File: config.mk
export PLATFORM = sky130hd
export DESIGN_NAME = auto_contrast_16_to_8_top
export DESIGN_NICKNAME = d
export VERILOG_FILES = /design/src/rtl/core/acs_pkg.sv /design/src/rtl/core/auto_contrast_16_to_8_top.sv /design/src/rtl/core/acs_front.sv /design/src/rtl/core/acs_queue.sv /design/src/rtl/core/acs_back.sv
export SDC_FILE = /design/constraint.sdc
export NUM_CORES = 1
export LEC_CHECK = 0
export ABC_CLOCK_PERIOD_IN_PS = 9900
export BUFFER_PORTS_ARGS = -buffer_cell sky130_fd_sc_hd__buf_2
export CORE_ASPECT_RATIO = 0.7
export CORE_MARGIN = 1
export CORE_UTILIZATION = 28
export DETAILED_ROUTE_END_ITERATION = 16
export RECOVER_POWER = 100
export SYNTH_ARGS = -nofsm -noshare
export SYNTH_HDL_FRONTEND = slang
export SYNTH_SLANG_ARGS = --single-unit
export TNS_END_PERCENT = 10
File: constraint.sdc
create_clock -name clk -period 9.9 [get_ports clk]
set_input_delay 1.485 -clock clk [delete_from_list [all_inputs] [get_ports clk]]
set_output_delay 1.485 -clock clk [all_outputs]
set_load 0.02 [all_outputs]
File: src/rtl/core/acs_pkg.sv
// ----------------------------------------------------------------------------
// acs_pkg: shared definitions for the 16-to-8 bit contrast stretch
// Holds field widths, operation and register codes, and the queue entry that
// travels from the classifying front end to the dividing back end.
// ----------------------------------------------------------------------------
package acs_pkg;

	localparam int PIX_W      = 16;
	localparam int OUT_W      = 8;
	localparam int CFG_IDX_W  = 2;
	localparam int CFG_DATA_W = 16;

	// Numerator (p - lo) * 510 + d stays below 511 * 65535 < 2**25.
	localparam int NUM_W      = 25;
	localparam int QUOT_STEPS = OUT_W;
	localparam int STEP_W     = $clog2(QUOT_STEPS);

	localparam int QDEPTH = 2;
	localparam int QPTR_W = $clog2(QDEPTH);
	localparam int QCNT_W = $clog2(QDEPTH + 1);

	localparam logic [OUT_W-1:0] OUT_MAX  = 8'd255;
	localparam logic [OUT_W-1:0] OUT_ZERO = 8'd0;

	// Item operations.
	localparam logic OP_MEASURE = 1'b0;
	localparam logic OP_CONVERT = 1'b1;

	// Window source selection.
	localparam logic WIN_MEASURED   = 1'b0;
	localparam logic WIN_CONFIGURED = 1'b1;

	// Configuration register indexes.
	localparam logic [CFG_IDX_W-1:0] CFG_WINDOW_SOURCE = 2'd0;
	localparam logic [CFG_IDX_W-1:0] CFG_WINDOW_LOW    = 2'd1;
	localparam logic [CFG_IDX_W-1:0] CFG_WINDOW_HIGH   = 2'd2;

	// One classified item waiting for the back end.
	typedef struct packed {
		logic             need_div;
		logic [OUT_W-1:0] fixed_pixel;
		logic [PIX_W-1:0] offset;
		logic [PIX_W-1:0] span;
		logic [PIX_W-1:0] low_seen;
		logic [PIX_W-1:0] high_seen;
	} acs_entry_t;

endpackage

File: src/rtl/core/auto_contrast_16_to_8_top.sv
// ----------------------------------------------------------------------------
// auto_contrast_16_to_8_top: min/max contrast stretch, 16-bit to 8-bit pixels
// Measures a running pixel range and maps pixels into 8 bits over a window.
// ----------------------------------------------------------------------------
// Every accepted item gives one result, in order. Measure items, and convert
// items below the window or on or above its upper edge, pass the queue and
// output register at one item per cycle unless the output stalls or a
// division is ahead of them. A convert item inside the window goes through the
// back end's restoring divider, one quotient bit per cycle: a load, a step per
// quotient bit and a write; it takes no new item before the write. A two-entry
// queue keeps input transfers going while a division runs, until it fills.
// Configuration must be written through cfg_we, cfg_index and cfg_data only
// while the block is idle; the block itself does not enforce this.
// ----------------------------------------------------------------------------
module auto_contrast_16_to_8_top
	import acs_pkg::*;
(
	input  logic                  clk,
	input  logic                  arst_n,
	input  logic                  in_valid,
	output logic                  in_ready,
	input  logic                  opcode,
	input  logic [PIX_W-1:0]      pixel,
	input  logic                  frame_start,
	output logic                  out_valid,
	input  logic                  out_ready,
	output logic [OUT_W-1:0]      out_pixel,
	output logic [PIX_W-1:0]      low_seen,
	output logic [PIX_W-1:0]      high_seen,
	input  logic                  cfg_we,
	input  logic [CFG_IDX_W-1:0]  cfg_index,
	input  logic [CFG_DATA_W-1:0] cfg_data
);

	logic       q_push;
	logic       q_full;
	logic       q_pop;
	logic       q_valid;
	acs_entry_t q_in;
	acs_entry_t q_head;

	// Front end: range tracking and classification.
	acs_front u_front (
		.clk         (clk),
		.arst_n      (arst_n),
		.in_valid    (in_valid),
		.in_ready    (in_ready),
		.opcode      (opcode),
		.pixel       (pixel),
		.frame_start (frame_start),
		.cfg_we      (cfg_we),
		.cfg_index   (cfg_index),
		.cfg_data    (cfg_data),
		.q_push      (q_push),
		.q_entry     (q_in),
		.q_full      (q_full)
	);

	// Queue between the two halves.
	acs_queue u_queue (
		.clk        (clk),
		.arst_n     (arst_n),
		.push       (q_push),
		.push_entry (q_in),
		.full       (q_full),
		.pop        (q_pop),
		.head_valid (q_valid),
		.head_entry (q_head)
	);

	// Back end: division and output register.
	acs_back u_back (
		.clk       (clk),
		.arst_n    (arst_n),
		.q_valid   (q_valid),
		.q_head    (q_head),
		.q_pop     (q_pop),
		.out_valid (out_valid),
		.out_ready (out_ready),
		.out_pixel (out_pixel),
		.low_seen  (low_seen),
		.high_seen (high_seen)
	);

endmodule

File: src/rtl/core/acs_front.sv
// ----------------------------------------------------------------------------
// acs_front: input acceptance and item classification
// Holds the configuration and the running range, folds measure items into
// the range and reduces convert items to a fixed result or a division job.
// ----------------------------------------------------------------------------
module acs_front
	import acs_pkg::*;
(
	input  logic                  clk,
	input  logic                  arst_n,
	input  logic                  in_valid,
	output logic                  in_ready,
	input  logic                  opcode,
	input  logic [PIX_W-1:0]      pixel,
	input  logic                  frame_start,
	input  logic                  cfg_we,
	input  logic [CFG_IDX_W-1:0]  cfg_index,
	input  logic [CFG_DATA_W-1:0] cfg_data,
	output logic                  q_push,
	output acs_entry_t            q_entry,
	input  logic                  q_full
);

	logic             win_src_q;
	logic [PIX_W-1:0] win_low_q;
	logic [PIX_W-1:0] win_high_q;
	logic [PIX_W-1:0] run_min_q;
	logic [PIX_W-1:0] run_max_q;
	logic [PIX_W-1:0] next_min;
	logic [PIX_W-1:0] next_max;
	logic [PIX_W-1:0] lo;
	logic [PIX_W-1:0] hi;
	logic [PIX_W-1:0] offset;
	logic [PIX_W-1:0] span;
	logic             accept;

	assign in_ready = !q_full;
	assign accept   = in_valid && in_ready;
	assign q_push   = accept;

	// Configuration writes.
	always_ff @(posedge clk or negedge arst_n) begin
		if (!arst_n) begin
			win_src_q  <= WIN_MEASURED;
			win_low_q  <= '0;
			win_high_q <= '1;
		end else if (cfg_we) begin
			case (cfg_index)
				CFG_WINDOW_SOURCE: win_src_q  <= cfg_data[0];
				CFG_WINDOW_LOW:    win_low_q  <= cfg_data;
				CFG_WINDOW_HIGH:   win_high_q <= cfg_data;
				default:           win_src_q  <= win_src_q;
			endcase
		end
	end

	// Running range after this item; convert items leave it alone.
	always_comb begin
		next_min = run_min_q;
		next_max = run_max_q;
		if (opcode == OP_MEASURE) begin
			if (frame_start) begin
				next_min = pixel;
				next_max = pixel;
			end else begin
				if (pixel < run_min_q) next_min = pixel;
				if (pixel > run_max_q) next_max = pixel;
			end
		end
	end

	always_ff @(posedge clk or negedge arst_n) begin
		if (!arst_n) begin
			run_min_q <= '0;
			run_max_q <= '0;
		end else if (accept) begin
			run_min_q <= next_min;
			run_max_q <= next_max;
		end
	end

	// Window selection and classification of the convert result.
	assign lo     = (win_src_q == WIN_CONFIGURED) ? win_low_q  : run_min_q;
	assign hi     = (win_src_q == WIN_CONFIGURED) ? win_high_q : run_max_q;
	assign offset = pixel - lo;
	assign span   = hi - lo;

	always_comb begin
		q_entry.need_div    = 1'b0;
		q_entry.fixed_pixel = OUT_ZERO;
		q_entry.offset      = offset;
		q_entry.span        = span;
		q_entry.low_seen    = next_min;
		q_entry.high_seen   = next_max;
		if (opcode == OP_CONVERT) begin
			if (hi <= lo) begin
				// Empty or inverted window acts as a threshold at the lower edge.
				q_entry.fixed_pixel = (pixel <= lo) ? OUT_ZERO : OUT_MAX;
			end else if (pixel < lo) begin
				q_entry.fixed_pixel = OUT_ZERO;
			end else if (offset >= span) begin
				// At or above the upper edge the quotient reaches full scale.
				q_entry.fixed_pixel = OUT_MAX;
			end else begin
				q_entry.need_div = 1'b1;
			end
		end
	end

endmodule

File: src/rtl/core/acs_queue.sv
// ----------------------------------------------------------------------------
// acs_queue: short FIFO between front end and back end
// Keeps classified items in order so that each side can stall on its own.
// ----------------------------------------------------------------------------
module acs_queue
	import acs_pkg::*;
(
	input  logic       clk,
	input  logic       arst_n,
	input  logic       push,
	input  acs_entry_t push_entry,
	output logic       full,
	input  logic       pop,
	output logic       head_valid,
	output acs_entry_t head_entry
);

	acs_entry_t        store_q [QDEPTH];
	logic [QPTR_W-1:0] wr_ptr_q;
	logic [QPTR_W-1:0] rd_ptr_q;
	logic [QCNT_W-1:0] count_q;

	assign full       = (count_q == QCNT_W'(QDEPTH));
	assign head_valid = (count_q != '0);
	assign head_entry = store_q[rd_ptr_q];

	// Entry storage needs no reset.
	always_ff @(posedge clk) begin
		if (push) begin
			store_q[wr_ptr_q] <= push_entry;
		end
	end

	// Pointers and fill level.
	always_ff @(posedge clk or negedge arst_n) begin
		if (!arst_n) begin
			wr_ptr_q <= '0;
			rd_ptr_q <= '0;
			count_q  <= '0;
		end else begin
			if (push) wr_ptr_q <= (wr_ptr_q == QPTR_W'(QDEPTH - 1)) ? '0 : wr_ptr_q + 1'b1;
			if (pop)  rd_ptr_q <= (rd_ptr_q == QPTR_W'(QDEPTH - 1)) ? '0 : rd_ptr_q + 1'b1;
			if (push && !pop)      count_q <= count_q + 1'b1;
			else if (pop && !push) count_q <= count_q - 1'b1;
		end
	end

`ifndef ASSERT_OFF
	a_no_overflow: assert property (@(posedge clk) disable iff (!arst_n)
		full && !pop |-> !push)
		else $error("queue written while full");

	a_no_underflow: assert property (@(posedge clk) disable iff (!arst_n)
		pop |-> head_valid)
		else $error("queue read while empty");

	a_count_in_range: assert property (@(posedge clk) disable iff (!arst_n)
		count_q <= QCNT_W'(QDEPTH))
		else $error("queue fill level out of range");
`endif

endmodule

File: src/rtl/core/acs_back.sv
// ----------------------------------------------------------------------------
// acs_back: division and result register
// Passes fixed results straight to the output register and runs a restoring
// divider, one quotient bit per cycle, for pixels inside the window.
// ----------------------------------------------------------------------------
module acs_back
	import acs_pkg::*;
(
	input  logic             clk,
	input  logic             arst_n,
	input  logic             q_valid,
	input  acs_entry_t       q_head,
	output logic             q_pop,
	output logic             out_valid,
	input  logic             out_ready,
	output logic [OUT_W-1:0] out_pixel,
	output logic [PIX_W-1:0] low_seen,
	output logic [PIX_W-1:0] high_seen
);

	typedef enum logic [2:0] {
		S_IDLE = 3'b001,
		S_DIV  = 3'b010,
		S_DONE = 3'b100
	} back_state_t;

	back_state_t       state_q;
	logic [NUM_W-1:0]  rem_q;
	logic [NUM_W-1:0]  dvs_q;
	logic [OUT_W-1:0]  quot_q;
	logic [STEP_W-1:0] cnt_q;
	logic [PIX_W-1:0]  lows_q;
	logic [PIX_W-1:0]  highs_q;
	logic              out_valid_q;
	logic [OUT_W-1:0]  out_pixel_q;
	logic [PIX_W-1:0]  low_seen_q;
	logic [PIX_W-1:0]  high_seen_q;
	logic              slot_free;
	logic              load_div;
	logic              emit_fixed;
	logic              emit_div;
	logic [NUM_W-1:0]  offset_w;
	logic [NUM_W-1:0]  numer;
	logic              bit_set;

	assign slot_free  = !out_valid_q || out_ready;
	assign load_div   = (state_q == S_IDLE) && q_valid && q_head.need_div;
	assign emit_fixed = (state_q == S_IDLE) && q_valid && !q_head.need_div && slot_free;
	assign emit_div   = (state_q == S_DONE) && slot_free;
	assign q_pop      = load_div || emit_fixed;

	// Numerator (offset * 510 + span) built from shifts.
	assign offset_w = NUM_W'(q_head.offset);
	assign numer    = (offset_w << 9) - (offset_w << 1) + NUM_W'(q_head.span);
	assign bit_set  = (rem_q >= dvs_q);

	// Divider sequencing.
	always_ff @(posedge clk or negedge arst_n) begin
		if (!arst_n) begin
			state_q <= S_IDLE;
			cnt_q   <= '0;
		end else begin
			case (state_q)
				S_IDLE: begin
					if (load_div) begin
						state_q <= S_DIV;
						cnt_q   <= STEP_W'(QUOT_STEPS - 1);
					end
				end
				S_DIV: begin
					cnt_q <= cnt_q - 1'b1;
					if (cnt_q == '0) state_q <= S_DONE;
				end
				S_DONE: begin
					if (emit_div) state_q <= S_IDLE;
				end
				default: state_q <= S_IDLE;
			endcase
		end
	end

	// Divider datapath: the divisor 2 * span starts aligned to the top quotient bit.
	always_ff @(posedge clk) begin
		if (load_div) begin
			rem_q   <= numer;
			dvs_q   <= NUM_W'({q_head.span, 1'b0}) << (QUOT_STEPS - 1);
			quot_q  <= '0;
			lows_q  <= q_head.low_seen;
			highs_q <= q_head.high_seen;
		end else if (state_q == S_DIV) begin
			if (bit_set) rem_q <= rem_q - dvs_q;
			dvs_q  <= dvs_q >> 1;
			quot_q <= {quot_q[OUT_W-2:0], bit_set};
		end
	end

	// Output register; a waiting result stalls emits but not the loading of a division.
	always_ff @(posedge clk or negedge arst_n) begin
		if (!arst_n) begin
			out_valid_q <= 1'b0;
		end else if (emit_fixed || emit_div) begin
			out_valid_q <= 1'b1;
		end else if (out_ready) begin
			out_valid_q <= 1'b0;
		end
	end

	always_ff @(posedge clk) begin
		if (emit_fixed) begin
			out_pixel_q <= q_head.fixed_pixel;
			low_seen_q  <= q_head.low_seen;
			high_seen_q <= q_head.high_seen;
		end else if (emit_div) begin
			out_pixel_q <= quot_q;
			low_seen_q  <= lows_q;
			high_seen_q <= highs_q;
		end
	end

	assign out_valid = out_valid_q;
	assign out_pixel = out_pixel_q;
	assign low_seen  = low_seen_q;
	assign high_seen = high_seen_q;

`ifndef ASSERT_OFF
	a_div_counts_down: assert property (@(posedge clk) disable iff (!arst_n)
		(state_q == S_DIV) && (cnt_q != '0) |=> (state_q == S_DIV) && (cnt_q == $past(cnt_q) - 1'b1))
		else $error("divider step count broken");

	a_load_starts_div: assert property (@(posedge clk) disable iff (!arst_n)
		load_div |=> (state_q == S_DIV) && (cnt_q == STEP_W'(QUOT_STEPS - 1)))
		else $error("division job not started");

	a_no_pop_while_busy: assert property (@(posedge clk) disable iff (!arst_n)
		(state_q != S_IDLE) |-> !q_pop)
		else $error("queue popped while divider busy");
`endif

endmodule
# Word level (Yosys, flattened, before mapping)
# Memory sizes are Yosys's and may differ from the RTL's.
# Index checks and enable logic that the tools add are counted.
# word_totals
register_bits	205
ram_bits	146
input_bits	41
output_inout_bits	42
elab_cells	119
mem_count	1
# memory_table
memory	words	width	read_ports	rd_clocked_by_memory_dff	write_ports	line_no	text
u_queue.store_q	2	73	1	0	1	acs_queue.sv:18	acs_entry_t store_q [QDEPTH];
# classes
n_addsub	10
order_cmp	7
n_eq_ne	9
n_mux	41
reduce_logical	31
# op_table
op	count
2-to-1 mux 16 bit	12
2-to-1 mux 25 bit	3
2-to-1 mux 24 bit	2
2-to-1 mux 8 bit	6
less-or-equal comparator 16 bit	2
< comparator 16 bit	2
subtractor 16 bit	2
adder 25 x 16 -> 25 bit	1
>= comparator 25 x 24 -> 1 bit	1
subtractor 25 x 17 -> 25 bit	1
subtractor 25 x 24 -> 25 bit	1
>= comparator 16 bit	1
> comparator 16 bit	1
nonzero test 2 bit	7
2-to-1 mux 3 bit	4
AND reduction 2 bit	5
2-to-1 mux 1 bit	9
2-to-1 mux 9 bit	1
case mux 3 bit (3 select lines)	1
logical AND 1 bit	8
!= test 2 x 1 -> 1 bit (second input constant)	3
case mux 3 bit (2 select lines)	1
logical NOT 1 bit	5
equality test 2 bit (second input constant)	2
other kinds (13)	17

# Longest topological paths before layout
# logic_depth
depth_word	8
ltp_mapped	21
depth_no_buf	20

# Modules after synthesis
# A second synthesis with hierarchy kept.
# unflattened
hier_cells	1587
hier_area_um2	19676.4
# by_module_without_submodules
mod	n_inst	cells_each	area_each_um2	seq_area_each_um2
acs_back	1	761	8131.5	3890.0
acs_front	1	583	5840.6	1646.6
acs_queue	1	243	5704.2	4484.3

# Worst setup path before layout
# No wires, ideal clock.
# synth_timing
path_kind	input-to-reg
startpoint	input port pixel[0]
endpoint	memory u_queue.store_q[0][71] (netlist bit), data pin
setup_ns	0.204
arrival_ns	4.659
required_time_ns	9.696
setup_slack_ns	5.037
path_stages	20
n_path_buf	0
cell_sequence	inv_1 > ha_1 > inv_1 > fa_1 > a21o_1 > a21o_1 > a21oi_1 > nor2b_1 > o41a_1 > a31oi_1 > a21oi_1 > xor2_1 > ha_1 > nand4_1 > nor2_1 > a21oi_1 > o211ai_1 > a21oi_1 > o21a_1 > nor4b_1
# synth_rtl
element	line_no	text
start: declaration	auto_contrast_16_to_8_top.sv:23	input logic [PIX_W-1:0] pixel,
end: declaration	acs_queue.sv:18	

# Final worst setup path
# layout_timing
startpoint	register u_queue.rd_ptr_q
endpoint	register u_back.rem_q[19], data pin
# layout_between
elab_chain_cells	4
word_cells_on_any_way	5
cone_classes	2 x add/sub; 1 x mux; 1 x reduce/logical; 1 x memory
# layout_rtl
element	line_no	text
start: declaration	acs_queue.sv:20	logic [QPTR_W-1:0] rd_ptr_q;
start signal: assignment	acs_queue.sv:42	if (pop) rd_ptr_q <= (rd_ptr_q == QPTR_W'(QDEPTH - 1)) ? '0 : rd_ptr_q + 1'b1;
memory (2 x 73 bit) *	--	
subtractor 25 x 17 -> 25 bit	acs_back.sv:54	assign numer = (offset_w << 9) - (offset_w << 1) + NUM_W'(q_head.span);
adder 25 x 16 -> 25 bit	acs_back.sv:54	
2-to-1 mux 25 bit *	acs_back.sv:84	if (load_div) begin
end signal: assignment	acs_back.sv:85	rem_q <= numer;
end signal: assignment	acs_back.sv:91	if (bit_set) rem_q <= rem_q - dvs_q;
end: declaration	acs_back.sv:28	logic [NUM_W-1:0] rem_q;
# Mark *: on every way between the ends. The rest lies on a longest branch, timed or not.
# A chain may end at the register's enable or synchronous reset.

==> reports/qor.yml <==
gp_congestion: 0.9254
numClockSinks: 337
status: "finished with violations"
clockRootBuffer: "clkbuf_16"
die-height_um: 217.5
synth_cell_type_count: 69
hold_start: "u_back.quot_q[7]$_SDFFE_PP0P_"
r2r_cells: 12
totalWireLength_mm: 44.46
worst-path-max-fanout: 35
numCtsBuffers: 35
holdPathStages: 2
worstSetupStartpointType: "register"
viasPerCell: 4.795
syn_area_mm2: 0.01858
hold_violations: 0
firstDrtPassIters: 5
postCtsSetupBuffers: 0
cts-resized-gates: 0
fmax_mhz: 140.4
yosys_warnings: 0
yosysTopAreaCell: "edfxtp_1"
final_max_slew_viol_count: 348
rsz0062_at_grt: "false"
grt_use_total_pct: 13.05
core-area_mm2: 0.06519
avgSynthCellArea_um2: 12.07
slew_headroom_pct: -166.9
overflow: 0
synthCells: 1539
crit_type: "register to register"
drcViolationCount: 0
hold_path.class: "register to register"
initial_core_util_pct: 28.50
rows: 78
synth_edf_count: 245
final_antenna_net_count: 0
insertion_delay_ps: 530
fin_skew_ps: 33.22
cp.arrival_ps: 7360
postSynth.asyncResetShare_pct: 22.55
seq_area_frac_synth_pct: 51.66
wl_per_cell_um: 17.56
clock_path_buffers: 3
maxCapViolations: 7
antenna_found_initial: 6
period_needed_ps: 7122
yosys_register_bits: 337
io_pins: 83
tightest_slew_ps: 4004
finalSetupViolations: 0
drt_iter0_drc: 896
layout_commonest_cell: "edfxtp_1"
period_share_pct: 71.93
grt_pass1_vias: 12000
cp.required_ps: 10140
vias: 12140
layout-drive-gt1-share_pct: 9.927
r2r_start: "u_queue.rd_ptr_q$_DFFE_PN0P_"
endpoint_kind: "register"
ctsHoldBuffers: 0
failed_checks: "max-capacitance violations, max-slew violations"
grt_max_degree: 67
path_clk_slew_ps: 60
syn_nets: 1729
synthFlopType: "edfxtp_1"
fin_setup_tns_ps: 0
synth_top_area_share_pct: 39.59
cts_tree: "yes"
mostFrequentLayoutCells: "edfxtp_1 (245), ha_1 (138), mux2_1 (123), inv_1 (119), a21oi_1 (95)"
grt_pass1_wl_mm: 69.24
die_w_um: 309.9
synthTopCellsByArea: "edfxtp_1 (40%), ha_1 (9.3%), dfrtp_1 (7.9%)"
io_buffers: 82
fin_nets: 1817
startpoint: "u_queue.rd_ptr_q$_DFFE_PN0P_"
fp.dieArea_mm2: 0.06742
post-dp-hpwl_mm: 33.51
htree_levels: 2
area_growth_pct: 13.36
n_antenna_cell: 0
## synthesized netlist by cell type (6+ instances only)
master / count
inv_1: 119
nand4_1: 21
xor2_1: 35
dfxtp_1: 16
o22ai_1: 9
nand2_1: 88
a21o_1: 47
or3_1: 7
xnor2_1: 35
edfxtp_1: 245
a211oi_1: 9
nand3_1: 18
nand2b_1: 18
nor2b_1: 13
a21oi_1: 95
clkbuf_1: 31
and3_1: 10
dfstp_2: 17
mux2_1: 107
fa_1: 11
ha_1: 138
mux2i_1: 49
nor2_1: 67
o31ai_1: 6
nor3_1: 8
buf_1: 7
o21ai_0: 32
dfrtp_1: 59
a31oi_1: 8
o21a_1: 19
o21ai_1: 38
o21bai_1: 14
mux2_2: 63
## final timing paths
kind / end / slack (ps)
max: u_back.rem_q[19]$_DFFE_PP_ / 2780
min in group asynchronous: u_front.win_low_q[14]$_DFFE_PN0P_ / 1250
max in group asynchronous: u_back.out_valid$_DFFE_PN0P_ / 5160
min reg2reg: u_back.quot_q[7]$_SDFFE_PP0P_ / 460
min: u_back.quot_q[7]$_SDFFE_PP0P_ / 460
max reg2reg: u_back.rem_q[19]$_DFFE_PP_ / 2780
## per-stage QoR
stage                     hold WS [ps]  setup WS (ps)  instance area [um^2]  util (%)  instances
after detailed placement         455.0           4291                 20050     30.76       2470
after CTS                        464.3           4310                 21160     32.46       2532
final                            458.8           2778                 21070     32.31       2532
after global placement           451.1           4438                 20050     30.76       2470
after floorplan                  436.6           5037                 18580         -       1539
after global routing             488.5           2383                 21070     32.31       2532
## sequential cells by signal (all words and copies together), names as in the netlist
register,count
u_queue.store_q,132
u_back.rem_q,25
u_back.dvs_q,24
u_back.high_seen,16
u_back.highs_q,16
u_back.low_seen,16
u_back.lows_q,16
u_front.run_max_q,16
u_front.run_min_q,16
u_front.win_high_q,16
u_front.win_low_q,16
u_back.out_pixel,8
u_back.quot_q,8
u_back.cnt_q,3
u_back.state_q,3
u_queue.count_q,2
u_back.out_valid,1
u_front.win_src_q,1
u_queue.rd_ptr_q,1
u_queue.wr_ptr_q,1
## worst max-delay path, cell delays in order (launching register included)
cell	delay [ps]
dfrtp_1	1370
clkbuf_1	1860
mux2i_1	570
ha_1	470
ha_1	350
nor2b_1	160
o31a_1	280
o31ai_1	400
a31oi_1	210
o311a_1	380
a21boi_0	450
xor2_1	200
mux2i_1	80
## area by class of cell
type / count / area (um^2)
Fill cell: 6617 / 44130
Tap cell: 880 / 1101
Sequential cell: 337 / 9600
Multi-Input combinational cell: 1038 / 8384
Timing Repair Buffer: 94 / 411.6
Clock inverter: 18 / 172.7
Inverter: 121 / 455.4
Clock buffer: 44 / 939.7
## cells by family (layout without fill, tap and decap cells)
logic type	after synthesis	after routing	share of synthesized area, %
mux	219	219	12.94
buf+inv	164	277	3.346
fa+ha+maj	149	149	10.48
xor+xnor	70	70	3.299
simple gates	280	280	7.292
compound gates	320	320	10.98
flops	337	337	51.66
## layer usage
layer  track usage, %  share of wire [%]  vias up
li1                 -                  -     5854
met1            20.28                 53     5993
met2            17.92                 40      229
met3            3.333                6.1       53
met4            2.447                1.4       12
met5                0               0.16        -
Power is not shown: default switching activity piles up to over one toggle a cycle in this logic, so the estimate is an artifact.
